===== src/design/rtp_pkg.sv =====
// shared constants, types and the arctangent table for the run-and-tumble particle step
package rtp_pkg;

   // configuration register indexes
   localparam logic [1:0] REG_THRESHOLD = 2'd0;
   localparam logic [1:0] REG_STEP_LEN  = 2'd1;
   localparam logic [1:0] REG_BOX_SIZE  = 2'd2;

   localparam logic [15:0] THRESHOLD_RESET = 16'd26214;
   localparam logic [11:0] STEP_LEN_RESET  = 12'd82;
   localparam logic [15:0] BOX_SIZE_RESET  = 16'd40960;

   // cordic gain in q30
   localparam logic [31:0] GAIN_Q30 = 32'd652032874;

   localparam logic signed [33:0] QUARTER_TURN = 34'sd1073741824;
   localparam logic signed [33:0] HALF_TURN    = 34'sd2147483648;

   // bits of the box remainder operand and its value input
   localparam int WRAP_BITS = 17;
   localparam int WRAP_VAL_W = 18;

   typedef struct packed {
      logic        done;
      logic [15:0] value;
   } wrap_stat_type;

   // arctangent per iteration, full turn is 2^32
   function automatic logic signed [33:0] atan_turn(input logic [4:0] idx);
      logic signed [33:0] v;
      case (idx)
         5'd0:    v = 34'sh020000000;
         5'd1:    v = 34'sh012E4051D;
         5'd2:    v = 34'sh009FB385B;
         5'd3:    v = 34'sh0051111D4;
         5'd4:    v = 34'sh0028B0D43;
         5'd5:    v = 34'sh00145D7E1;
         5'd6:    v = 34'sh000A2F61E;
         5'd7:    v = 34'sh000517C55;
         5'd8:    v = 34'sh00028BE53;
         5'd9:    v = 34'sh000145F2E;
         5'd10:   v = 34'sh0000A2F98;
         5'd11:   v = 34'sh0000517CC;
         5'd12:   v = 34'sh000028BE6;
         5'd13:   v = 34'sh0000145F3;
         5'd14:   v = 34'sh00000A2F9;
         5'd15:   v = 34'sh00000517C;
         5'd16:   v = 34'sh0000028BE;
         5'd17:   v = 34'sh00000145F;
         5'd18:   v = 34'sh000000A2F;
         5'd19:   v = 34'sh000000517;
         5'd20:   v = 34'sh00000028B;
         5'd21:   v = 34'sh000000145;
         5'd22:   v = 34'sh0000000A2;
         5'd23:   v = 34'sh000000051;
         default: v = 34'sh000000000;
      endcase
      return v;
   endfunction

endpackage


===== src/design/rtp_wrap.sv =====
// serial floor modulo of a signed position by the box size, one bit per cycle
module rtp_wrap
   import rtp_pkg::*;
(
   input  logic                         clock,
   input  logic                         reset,
   input  logic                         start,
   input  logic signed [WRAP_VAL_W-1:0] value,
   input  logic [WRAP_BITS-1:0]         box,
   output wrap_stat_type                stat
);

   logic                 busy_ff, busy_in;
   logic                 done_ff, done_in;
   logic                 neg_ff, neg_in;
   logic [WRAP_BITS-1:0] mag_ff, mag_in;
   logic [WRAP_BITS-1:0] rem_ff, rem_in;
   logic [4:0]           cnt_ff, cnt_in;
   logic [WRAP_BITS:0]   trial;
   logic [WRAP_VAL_W-1:0] neg_val;

   assign neg_val = WRAP_VAL_W'(-value);
   assign trial   = {rem_ff, mag_ff[WRAP_BITS-1]};

   always_comb begin
      busy_in = busy_ff;
      done_in = 1'b0;
      neg_in  = neg_ff;
      mag_in  = mag_ff;
      rem_in  = rem_ff;
      cnt_in  = cnt_ff;
      if (start) begin
         busy_in = 1'b1;
         neg_in  = value[WRAP_VAL_W-1];
         mag_in  = value[WRAP_VAL_W-1] ? neg_val[WRAP_BITS-1:0] : value[WRAP_BITS-1:0];
         rem_in  = '0;
         cnt_in  = '0;
      end else if (busy_ff) begin
         if (trial >= {1'b0, box}) begin
            rem_in = WRAP_BITS'(trial - {1'b0, box});
         end else begin
            rem_in = trial[WRAP_BITS-1:0];
         end
         mag_in = {mag_ff[WRAP_BITS-2:0], 1'b0};
         cnt_in = cnt_ff + 5'd1;
         if (cnt_ff == 5'(WRAP_BITS - 1)) begin
            busy_in = 1'b0;
            done_in = 1'b1;
         end
      end
   end

   always_ff @(posedge clock) begin
      if (reset) begin
         busy_ff <= 1'b0;
         done_ff <= 1'b0;
      end else begin
         busy_ff <= busy_in;
         done_ff <= done_in;
      end
      neg_ff <= neg_in;
      mag_ff <= mag_in;
      rem_ff <= rem_in;
      cnt_ff <= cnt_in;
   end

   // negative operands fold back from the top of the box
   assign stat = {done_ff, ((neg_ff && rem_ff != '0) ? 16'(box - rem_ff) : 16'(rem_ff))};

   a_result_in_box: assert property (@(posedge clock) disable iff (reset)
      stat.done |-> ({1'b0, stat.value} < box))
      else $error("wrapped value not below box size");

   a_done_ends_busy: assert property (@(posedge clock) disable iff (reset)
      stat.done |-> !busy_ff)
      else $error("remainder done while still busy");

   a_start_busy: assert property (@(posedge clock) disable iff (reset)
      start |=> busy_ff)
      else $error("start did not launch the remainder");

endmodule


===== src/design/run_and_tumble_particle_step.sv =====
// run-and-tumble particle step: sequencer, shared cordic datapath and shared multiplier
// a step item runs the gain multiply, CORDIC_STEPS rotation iterations, the move, the serial
// box remainder and the squares in the shared multiplier; a start item only the box remainder.
// one item is in flight at a time, the next transfer follows the result.
// synchronous reset clears the particle state to zero and the registers to their defaults.
module run_and_tumble_particle_step
   import rtp_pkg::*;
#(
   parameter int CORDIC_STEPS       = 16,
   parameter int DISPLACEMENT_WIDTH = 24
) (
   input  logic        clock,
   input  logic        reset,
   input  logic        req_tvalid,
   output logic        req_tready,
   input  logic [63:0] req_tdata,   // random_draw, random_angle, start_x, start_y
   input  logic        req_tuser,   // command
   output logic        rsp_tvalid,
   input  logic        rsp_tready,
   output logic [95:0] rsp_tdata,   // pos_x, pos_y, heading_out, squared_displacement
   output logic        rsp_tuser,   // tumbled
   input  logic        csr_valid,
   output logic        csr_ready,
   input  logic [1:0]  csr_index,
   input  logic [15:0] csr_data
);

   localparam int CNT_W = $clog2(CORDIC_STEPS);
   localparam int DW    = DISPLACEMENT_WIDTH;
   localparam int SQW   = 2 * DW + 1;

   typedef enum logic [9:0] {
      ST_IDLE   = 10'b0000000001,
      ST_MULK   = 10'b0000000010,
      ST_LOADX  = 10'b0000000100,
      ST_ROTATE = 10'b0000001000,
      ST_MOVE   = 10'b0000010000,
      ST_WRAP   = 10'b0000100000,
      ST_SQX    = 10'b0001000000,
      ST_SQY    = 10'b0010000000,
      ST_SQADD  = 10'b0100000000,
      ST_DONE   = 10'b1000000000
   } state_type;

   state_type state_ff, state_in;

   logic [15:0] thr_ff, thr_in;
   logic [11:0] step_ff, step_in;
   logic [15:0] box_ff, box_in;

   logic [15:0] pos_x_ff, pos_x_in;
   logic [15:0] pos_y_ff, pos_y_in;
   logic [15:0] heading_ff, heading_in;
   logic signed [DW-1:0] disp_x_ff, disp_x_in;
   logic signed [DW-1:0] disp_y_ff, disp_y_in;

   logic        cmd_ff, cmd_in;
   logic        tumbled_ff, tumbled_in;
   logic        flip_ff, flip_in;
   logic [CNT_W-1:0] cnt_ff, cnt_in;
   logic signed [31:0] x_ff, x_in;
   logic signed [31:0] y_ff, y_in;
   logic signed [33:0] z_ff, z_in;
   logic [63:0] prod_ff;
   logic [2*DW-1:0] acc_ff, acc_in;
   logic [47:0] sq_ff, sq_in;

   logic        rsp_valid_ff, rsp_valid_in;
   logic [95:0] rsp_data_ff, rsp_data_in;
   logic        rsp_user_ff, rsp_user_in;

   // input fields
   logic        command;
   logic [15:0] random_draw, random_angle, start_x, start_y;
   logic        req_xfer;

   assign command      = req_tuser;
   assign random_draw  = req_tdata[15:0];
   assign random_angle = req_tdata[31:16];
   assign start_x      = req_tdata[47:32];
   assign start_y      = req_tdata[63:48];
   assign req_tready   = (state_ff == ST_IDLE);
   assign req_xfer     = req_tvalid && req_tready;
   assign csr_ready    = 1'b1;

   // box value, zero means a full 2^16 box
   logic [WRAP_BITS-1:0] box_val;
   assign box_val = (box_ff == 16'd0) ? 17'h10000 : {1'b0, box_ff};

   // shared multiplier
   logic [31:0] mul_a, mul_b;
   logic [DW-1:0] abs_x, abs_y;
   assign abs_x = disp_x_ff[DW-1] ? DW'(-disp_x_ff) : DW'(disp_x_ff);
   assign abs_y = disp_y_ff[DW-1] ? DW'(-disp_y_ff) : DW'(disp_y_ff);

   always_comb begin
      unique case (state_ff)
         ST_SQX: begin
            mul_a = 32'(abs_x);
            mul_b = 32'(abs_x);
         end
         ST_SQY: begin
            mul_a = 32'(abs_y);
            mul_b = 32'(abs_y);
         end
         default: begin
            mul_a = 32'(step_ff);
            mul_b = GAIN_Q30;
         end
      endcase
   end

   always_ff @(posedge clock) begin
      prod_ff <= 64'(mul_a) * 64'(mul_b);
   end

   // cordic micro-rotation
   logic signed [31:0] xs, ys;
   logic signed [33:0] at;
   assign xs = x_ff >>> cnt_ff;
   assign ys = y_ff >>> cnt_ff;
   assign at = atan_turn(5'(cnt_ff));

   // heading into a signed angle, folded into the right half plane
   logic signed [33:0] z_head;
   assign z_head = 34'($signed({heading_ff, 16'h0000}));

   // move from the finished rotation
   logic signed [31:0] x_fin, y_fin, x_rnd, y_rnd;
   logic signed [16:0] mx, my;
   assign x_fin = flip_ff ? -x_ff : x_ff;
   assign y_fin = flip_ff ? -y_ff : y_ff;
   assign x_rnd = (x_fin + 32'sd32768) >>> 16;
   assign y_rnd = (y_fin + 32'sd32768) >>> 16;
   assign mx    = 17'(x_rnd);
   assign my    = 17'(y_rnd);

   // saturating displacement update
   logic signed [DW:0] dsum_x, dsum_y;
   logic signed [DW-1:0] dsat_x, dsat_y;
   logic signed [DW-1:0] d_hi, d_lo;
   assign d_hi   = {1'b0, {(DW-1){1'b1}}};
   assign d_lo   = {1'b1, {(DW-1){1'b0}}};
   assign dsum_x = (DW+1)'(disp_x_ff) + (DW+1)'(mx);
   assign dsum_y = (DW+1)'(disp_y_ff) + (DW+1)'(my);
   assign dsat_x = (dsum_x[DW] != dsum_x[DW-1]) ? (dsum_x[DW] ? d_lo : d_hi) : dsum_x[DW-1:0];
   assign dsat_y = (dsum_y[DW] != dsum_y[DW-1]) ? (dsum_y[DW] ? d_lo : d_hi) : dsum_y[DW-1:0];

   // squared displacement sum and clamp
   logic [SQW-1:0] sq_sum;
   logic [64:0]    sq_ext;
   assign sq_sum = SQW'(acc_ff) + SQW'(prod_ff[2*DW-1:0]);
   assign sq_ext = 65'(sq_sum);

   // box remainders for both axes
   logic                         wrap_start;
   logic signed [WRAP_VAL_W-1:0] wrap_val_x, wrap_val_y;
   wrap_stat_type                wrap_x, wrap_y;

   always_comb begin
      wrap_start = 1'b0;
      wrap_val_x = $signed({2'b00, pos_x_ff}) + WRAP_VAL_W'(mx);
      wrap_val_y = $signed({2'b00, pos_y_ff}) + WRAP_VAL_W'(my);
      if (state_ff == ST_MOVE) begin
         wrap_start = 1'b1;
      end else if (req_xfer && command) begin
         wrap_start = 1'b1;
         wrap_val_x = $signed({2'b00, start_x});
         wrap_val_y = $signed({2'b00, start_y});
      end
   end

   rtp_wrap u_wrap_x (
      .clock (clock),
      .reset (reset),
      .start (wrap_start),
      .value (wrap_val_x),
      .box   (box_val),
      .stat  (wrap_x)
   );

   rtp_wrap u_wrap_y (
      .clock (clock),
      .reset (reset),
      .start (wrap_start),
      .value (wrap_val_y),
      .box   (box_val),
      .stat  (wrap_y)
   );

   // sequencer and datapath next values
   always_comb begin
      state_in     = state_ff;
      thr_in       = thr_ff;
      step_in      = step_ff;
      box_in       = box_ff;
      pos_x_in     = pos_x_ff;
      pos_y_in     = pos_y_ff;
      heading_in   = heading_ff;
      disp_x_in    = disp_x_ff;
      disp_y_in    = disp_y_ff;
      cmd_in       = cmd_ff;
      tumbled_in   = tumbled_ff;
      flip_in      = flip_ff;
      cnt_in       = cnt_ff;
      x_in         = x_ff;
      y_in         = y_ff;
      z_in         = z_ff;
      acc_in       = acc_ff;
      sq_in        = sq_ff;
      rsp_valid_in = rsp_valid_ff;
      rsp_data_in  = rsp_data_ff;
      rsp_user_in  = rsp_user_ff;

      if (rsp_valid_ff && rsp_tready) begin
         rsp_valid_in = 1'b0;
      end

      if (csr_valid) begin
         unique case (csr_index)
            REG_THRESHOLD: thr_in  = csr_data;
            REG_STEP_LEN:  step_in = csr_data[11:0];
            REG_BOX_SIZE:  box_in  = csr_data;
            default: ;
         endcase
      end

      unique case (state_ff)
         ST_IDLE: begin
            if (req_xfer) begin
               cmd_in = command;
               if (command) begin
                  heading_in = random_angle;
                  tumbled_in = 1'b0;
                  disp_x_in  = '0;
                  disp_y_in  = '0;
                  state_in   = ST_WRAP;
               end else begin
                  tumbled_in = (random_draw < thr_ff);
                  if (random_draw < thr_ff) begin
                     heading_in = random_angle;
                  end
                  state_in = ST_MULK;
               end
            end
         end
         ST_MULK: begin
            if (z_head > QUARTER_TURN) begin
               z_in    = z_head - HALF_TURN;
               flip_in = 1'b1;
            end else if (z_head < -QUARTER_TURN) begin
               z_in    = z_head + HALF_TURN;
               flip_in = 1'b1;
            end else begin
               z_in    = z_head;
               flip_in = 1'b0;
            end
            state_in = ST_LOADX;
         end
         ST_LOADX: begin
            x_in     = $signed(32'((prod_ff[41:0] + 42'd8192) >> 14));
            y_in     = '0;
            cnt_in   = '0;
            state_in = ST_ROTATE;
         end
         ST_ROTATE: begin
            if (!z_ff[33]) begin
               x_in = x_ff - ys;
               y_in = y_ff + xs;
               z_in = z_ff - at;
            end else begin
               x_in = x_ff + ys;
               y_in = y_ff - xs;
               z_in = z_ff + at;
            end
            cnt_in = cnt_ff + CNT_W'(1);
            if (cnt_ff == CNT_W'(CORDIC_STEPS - 1)) begin
               state_in = ST_MOVE;
            end
         end
         ST_MOVE: begin
            disp_x_in = dsat_x;
            disp_y_in = dsat_y;
            state_in  = ST_WRAP;
         end
         ST_WRAP: begin
            if (wrap_x.done) begin
               pos_x_in = wrap_x.value;
               pos_y_in = wrap_y.value;
               if (cmd_ff) begin
                  sq_in    = '0;
                  state_in = ST_DONE;
               end else begin
                  state_in = ST_SQX;
               end
            end
         end
         ST_SQX: begin
            state_in = ST_SQY;
         end
         ST_SQY: begin
            acc_in   = prod_ff[2*DW-1:0];
            state_in = ST_SQADD;
         end
         ST_SQADD: begin
            sq_in    = (sq_ext[64:48] != '0) ? 48'hFFFF_FFFF_FFFF : sq_ext[47:0];
            state_in = ST_DONE;
         end
         ST_DONE: begin
            // output register frees up in the cycle of its transfer
            if (!rsp_valid_ff || rsp_tready) begin
               rsp_valid_in = 1'b1;
               rsp_data_in  = {sq_ff, heading_ff, pos_y_ff, pos_x_ff};
               rsp_user_in  = tumbled_ff;
               state_in     = ST_IDLE;
            end
         end
         default: begin
            state_in = ST_IDLE;
         end
      endcase
   end

   always_ff @(posedge clock) begin
      if (reset) begin
         state_ff     <= ST_IDLE;
         thr_ff       <= THRESHOLD_RESET;
         step_ff      <= STEP_LEN_RESET;
         box_ff       <= BOX_SIZE_RESET;
         pos_x_ff     <= '0;
         pos_y_ff     <= '0;
         heading_ff   <= '0;
         disp_x_ff    <= '0;
         disp_y_ff    <= '0;
         rsp_valid_ff <= 1'b0;
      end else begin
         state_ff     <= state_in;
         thr_ff       <= thr_in;
         step_ff      <= step_in;
         box_ff       <= box_in;
         pos_x_ff     <= pos_x_in;
         pos_y_ff     <= pos_y_in;
         heading_ff   <= heading_in;
         disp_x_ff    <= disp_x_in;
         disp_y_ff    <= disp_y_in;
         rsp_valid_ff <= rsp_valid_in;
      end
      cmd_ff      <= cmd_in;
      tumbled_ff  <= tumbled_in;
      flip_ff     <= flip_in;
      cnt_ff      <= cnt_in;
      x_ff        <= x_in;
      y_ff        <= y_in;
      z_ff        <= z_in;
      acc_ff      <= acc_in;
      sq_ff       <= sq_in;
      rsp_data_ff <= rsp_data_in;
      rsp_user_ff <= rsp_user_in;
   end

   assign rsp_tvalid = rsp_valid_ff;
   assign rsp_tdata  = rsp_data_ff;
   assign rsp_tuser  = rsp_user_ff;

   a_state_onehot: assert property (@(posedge clock) disable iff (reset)
      $onehot(state_ff))
      else $error("sequencer state not one-hot");

   a_busy_after_xfer: assert property (@(posedge clock) disable iff (reset)
      req_xfer |=> !req_tready)
      else $error("ready again right after an input transfer");

   a_wrap_in_state: assert property (@(posedge clock) disable iff (reset)
      wrap_x.done |-> (state_ff == ST_WRAP))
      else $error("remainder finished outside the wrap state");

   a_wrap_lockstep: assert property (@(posedge clock) disable iff (reset)
      wrap_x.done == wrap_y.done)
      else $error("axis remainders out of step");

endmodule

===== config.mk =====
export PLATFORM = sky130hd
export DESIGN_NAME = run_and_tumble_particle_step
export DESIGN_NICKNAME = d
export VERILOG_FILES = /design/src/design/rtp_pkg.sv /design/src/design/rtp_wrap.sv /design/src/design/run_and_tumble_particle_step.sv
export SDC_FILE = /design/constraint.sdc
export NUM_CORES = 2
export LEC_CHECK = 0
export BUFFER_PORTS_ARGS = -buffer_cell sky130_fd_sc_hd__buf_4
export CAP_MARGIN = 20
export CORE_ASPECT_RATIO = 1.25
export CORE_UTILIZATION = 58
export CTS_BUF_LIST = sky130_fd_sc_hd__clkbuf_16
export DETAILED_ROUTE_END_ITERATION = 8
export PLACE_DENSITY = 0.87
export RECOVER_POWER = 25
export SYNTH_ARGS = -nofsm -noshare
export SYNTH_HDL_FRONTEND = slang
export SYNTH_SLANG_ARGS = --single-unit

===== constraint.sdc =====
create_clock -name clock -period 12.5 [get_ports clock]
set_input_delay 2.5 -clock clock [delete_from_list [all_inputs] [get_ports clock]]
set_output_delay 2.5 -clock clock [all_outputs]
set_load 0.01 [all_outputs]

==> results.py <==
metrics = {
    "clocking": {
        "clockBufferDepth": 3,
        "cts_tree": "done",
        "cts_setup_buffers": 0,
        "clkLatencyLatePin_ns": 0.70,
        "cts_resized": 0,
        "hold_buffers": 0,
        "root_buffer": "clkbuf_16",
        "clk_pin_slew_ns": 0.06,
        "cts_buffers": 69,
        "cts_sinks": 610,
        "htree_levels": 3,
    },
    "yosys": {
        "ys_ff_latch": 610,
        "syn_inst": 7223,
        "yosys.area.top_type_share": 0.170,
        "async_reset_ff_frac": 0,
        "syn-cell-area_um2": 64000,
        "ys.flop_type": "edfxtp_1",
        "synth_top_area_cell": "fa_1",
        "syn_avg_cell_area_um2": 8.86,
        "synth_cell_types": 95,
        "synth_edf_count": 334,
        "yosysSeqAreaShare": 0.243,
        "synth.yosys.warnings": 0,
        "synth_area_leaders": "fa_1, edfxtp_1, ha_1, dfxtp_1, nand2_1",
    },
    "route": {
        "drtIter0Drc": 5541,
        "vias": 55000,
        "ant_nets": 0,
        "routed_wl_mm": 192,
        "drc": 0,
        "wl_per_cell_um": 22.0,
        "via_per_inst": 6.28,
        "firstDrtPassIters": 8,
    },
    "worst_hold_path": {
        "hold_path_depth": 0,
        "whs_endpoint": "rsp_tdata[65]",
        "min_from": "sq_ff[17]",
        "hold_path_class": "reg -> reg",
    },
    "pwr": {
        "p_sw_w": 0.00372,
        "seqPwrFrac": 0.293,
        "internal_power_w": 0.00523,
        "leakage_nw": 31.0,
        "power_frac_comb": 0.476,
        "pwr_density_cell_nw_per_um2": 130,
        "irDropWorstVdd_mv": 0.187,
        "p_sw_frac": 0.416,
        "clkPwrFrac": 0.231,
        "finalPower_w": 0.00896,
    },
    "critical_path": {
        "crit_required_ns": 13.09,
        "cp.arrival_ns": 11.43,
        "timing.rr.end": "prod_ff[47]",
        "cpPeakStageDelay_ns": 0.80,
        "cp-end-kind": "register",
        "cp-startpoint": "state_ff[9]",
        "slowest_stage": "or3_1",
        "worstSetupStartpointType": "register",
        "path_class": "reg -> reg",
        "rr_startpoint": "state_ff[9]",
        "cp_max_fo": 50,
        "worst-path-buf-inv": 9,
        "ff2ff_setup_slack_ns": 1.66,
        "rr_worst_depth": 35,
        "cp_top_family": "adder cells",
    },
    "run_status": {
        "violations": "capacitance limit, slew limit",
        "outcome": "complete, but fails checks",
    },
    "placement": {
        "gp_congestion": 1.03,
        "place_area_um2": 66800,
        "place_hpwl_mm": 146,
        "dp_cells": 8634,
        "port_buffers": 186,
    },
    "cells_and_area": {
        "multiInputGateArea_um2": 44300,
        "num-nets-final": 8398,
        "final_design_area_no_fill_um2": 69100,
        "antenna_cells": 0,
        "areaGrowthSynthToFinish_pct": 7.90,
        "layout-drive-gt1-share": 0.0743,
        "fill_cells": 8695,
        "fin_cells": 8764,
        "register_area_um2": 15600,
    },
    "timing": {
        "tightestPinTransition_ns": 2.90,
        "rsz0062_at_grt": "no",
        "period_needed_ns": 10.84,
        "period_share": 0.867,
        "setup_viol": 0,
        "hold_viol": 0,
        "fin_setup_tns_ns": 0,
        "skew_ns": 0.0427,
        "final-max-slew-violation-count": 276,
        "fmax_ghz": 0.0923,
        "relSlewSlack": -0.933,
        "hold-worst-slack_ns": 0.419,
    },
    "run": {
        "max-cap-violations": 5,
    },
    "global_route": {
        "grt_max_degree": 69,
        "grt_pass1_vias": 55300,
        "grt_util_all_layers": 0.343,
        "antenna_found_initial": 1,
        "grt_overflow": 0,
        "grt_pass1_wl_mm": 301,
    },
    "die": {
        "floorplan.initialDensity": 0.587,
        "die_area_um2": 112000,
        "die_h_um": 373,
        "placementRows": 135,
        "io_pins": 188,
        "core_area_um2": 109000,
        "die_w_um": 299,
    },
}
flip-flops by register name, indices dropped and copies added (netlist names), 10 cells and up:
name and flops:
acc_ff 48, at 30, box_ff 16, disp_x_ff 24
disp_y_ff 24, heading_ff 16, pos_x_ff 16, pos_y_ff 16
prod_ff 48, rsp_tdata 96, sq_ff 48, state_ff 10
step_ff 12, thr_ff 16, u_wrap_x.mag_ff 17, u_wrap_x.rem_ff 17
u_wrap_y.mag_ff 17, u_wrap_y.rem_ff 17, x_ff 32, y_ff 32
z_ff 34
cell type report:
| type | count | share of cell area |
|---|---|---|
| inverter | 848 | 0.0462 |
| multi-input combinational | 5485 | 0.642 |
| clock inverter | 57 | 0.00737 |
| tap | 1438 | 0.0261 |
| sequential | 610 | 0.225 |
| timing repair buffer | 256 | 0.0279 |
| clock buffer | 70 | 0.0254 |
cells by family (layout without fill, tap and decap cells):
logic type	Yosys count	count (layout)	synth area share
and+or+nand+nor	2185	2185	0.156
muxes	185	185	0.0456
DFF	610	610	0.243
AOI/OAI and AO/OA	1522	1522	0.150
adders and majority gates	1040	1040	0.267
other	2	42	0.000117
xor gates and xnor gates	511	511	0.0699
buffers and inverters	1168	1231	0.0689
how the worst max path moves through the flow:
stage                   to  slack (ns)  cells after the start
5_1_grt        prod_ff[47]        1.24                     35
3_3_place_gp   prod_ff[47]        2.43                     35
3_5_place_dp   prod_ff[47]        2.07                     35
4_1_cts        prod_ff[47]        2.01                     35
2_1_floorplan  prod_ff[44]        3.20                     33
6_report       prod_ff[47]        1.66                     35
power groups by stage:
stage / combinational (W) / sequential (W) / clock, W
floorplan: 0.00312 / 0.00252 / 0
global placement: 0.00401 / 0.00265 / 0
detailed placement: 0.00412 / 0.00265 / 0
CTS: 0.00417 / 0.00261 / 0.00209
global route: 0.00469 / 0.00264 / 0.00216
finish: 0.00426 / 0.00263 / 0.00207
routing by layer:
layer / GRT usage / wire (µm)
met1: 0.400 / 68200
met2: 0.565 / 90900
met3: 0.0728 / 18100
met4: 0.236 / 15300
met5: 0 / 14
synthesized netlist by cell type, types with 17 or more instances:
cell / number
a211oi_1: 75
or4_1: 18
nor2_1: 615
o21bai_1: 38
a31oi_1: 60
o22ai_1: 32
inv_1: 842
mux4_2: 83
o211ai_1: 42
mux2_2: 20
nand2b_1: 68
a21o_1: 142
nor4_1: 51
or3_1: 50
and2_1: 49
edfxtp_1: 334
a211o_1: 30
o21ai_0: 330
mux2i_1: 81
ha_1: 497
o21a_1: 69
o41ai_1: 20
o21ai_1: 35
clkbuf_1: 273
buf_1: 37
nand2_1: 846
nand4_1: 61
a21oi_1: 454
nor2b_1: 65
xor2_1: 243
dfxtp_1: 276
or2_2: 25
o31ai_1: 31
and3_1: 67
fa_1: 543
nand3_1: 87
nor3_1: 107
xnor2_1: 268
nand3b_1: 17
per-stage QoR:
| step | setup slack [ns] | util |
|---|---|---|
| final | 1.66 | 0.634 |
| after floorplan | 3.20 | - |
| after detailed placement | 2.07 | 0.613 |
| after global placement | 2.43 | 0.613 |
| after global routing | 1.24 | 0.634 |
| after CTS | 2.01 | 0.634 |
layout by cell type (no fill, tap or decap), drive strengths merged, types with 30 or more instances in the layout:
| master | instances |
|---|---|
| and2 | 50 |
| xor2 | 243 |
| or3 | 51 |
| o21a | 69 |
| and3 | 67 |
| a31oi | 60 |
| o31ai | 32 |
| a21oi | 454 |
| nand4 | 61 |
| o211ai | 42 |
| nand3 | 88 |
| edfxtp | 334 |
| nor2b | 65 |
| nand2b | 68 |
| a211oi | 75 |
| mux2i | 82 |
| conb | 42 |
| a211o | 30 |
| clkbuf | 78 |
| buf | 248 |
| mux4 | 83 |
| o22ai | 32 |
| inv | 866 |
| o21bai | 38 |
| a21o | 142 |
| nand2 | 846 |
| nor2 | 616 |
| fa | 543 |
| dfxtp | 276 |
| nor4 | 52 |
| nor3 | 108 |
| ha | 497 |
| o21ai | 365 |
| xnor2 | 268 |
No activity file was read; power rests on OpenSTA's default activity.
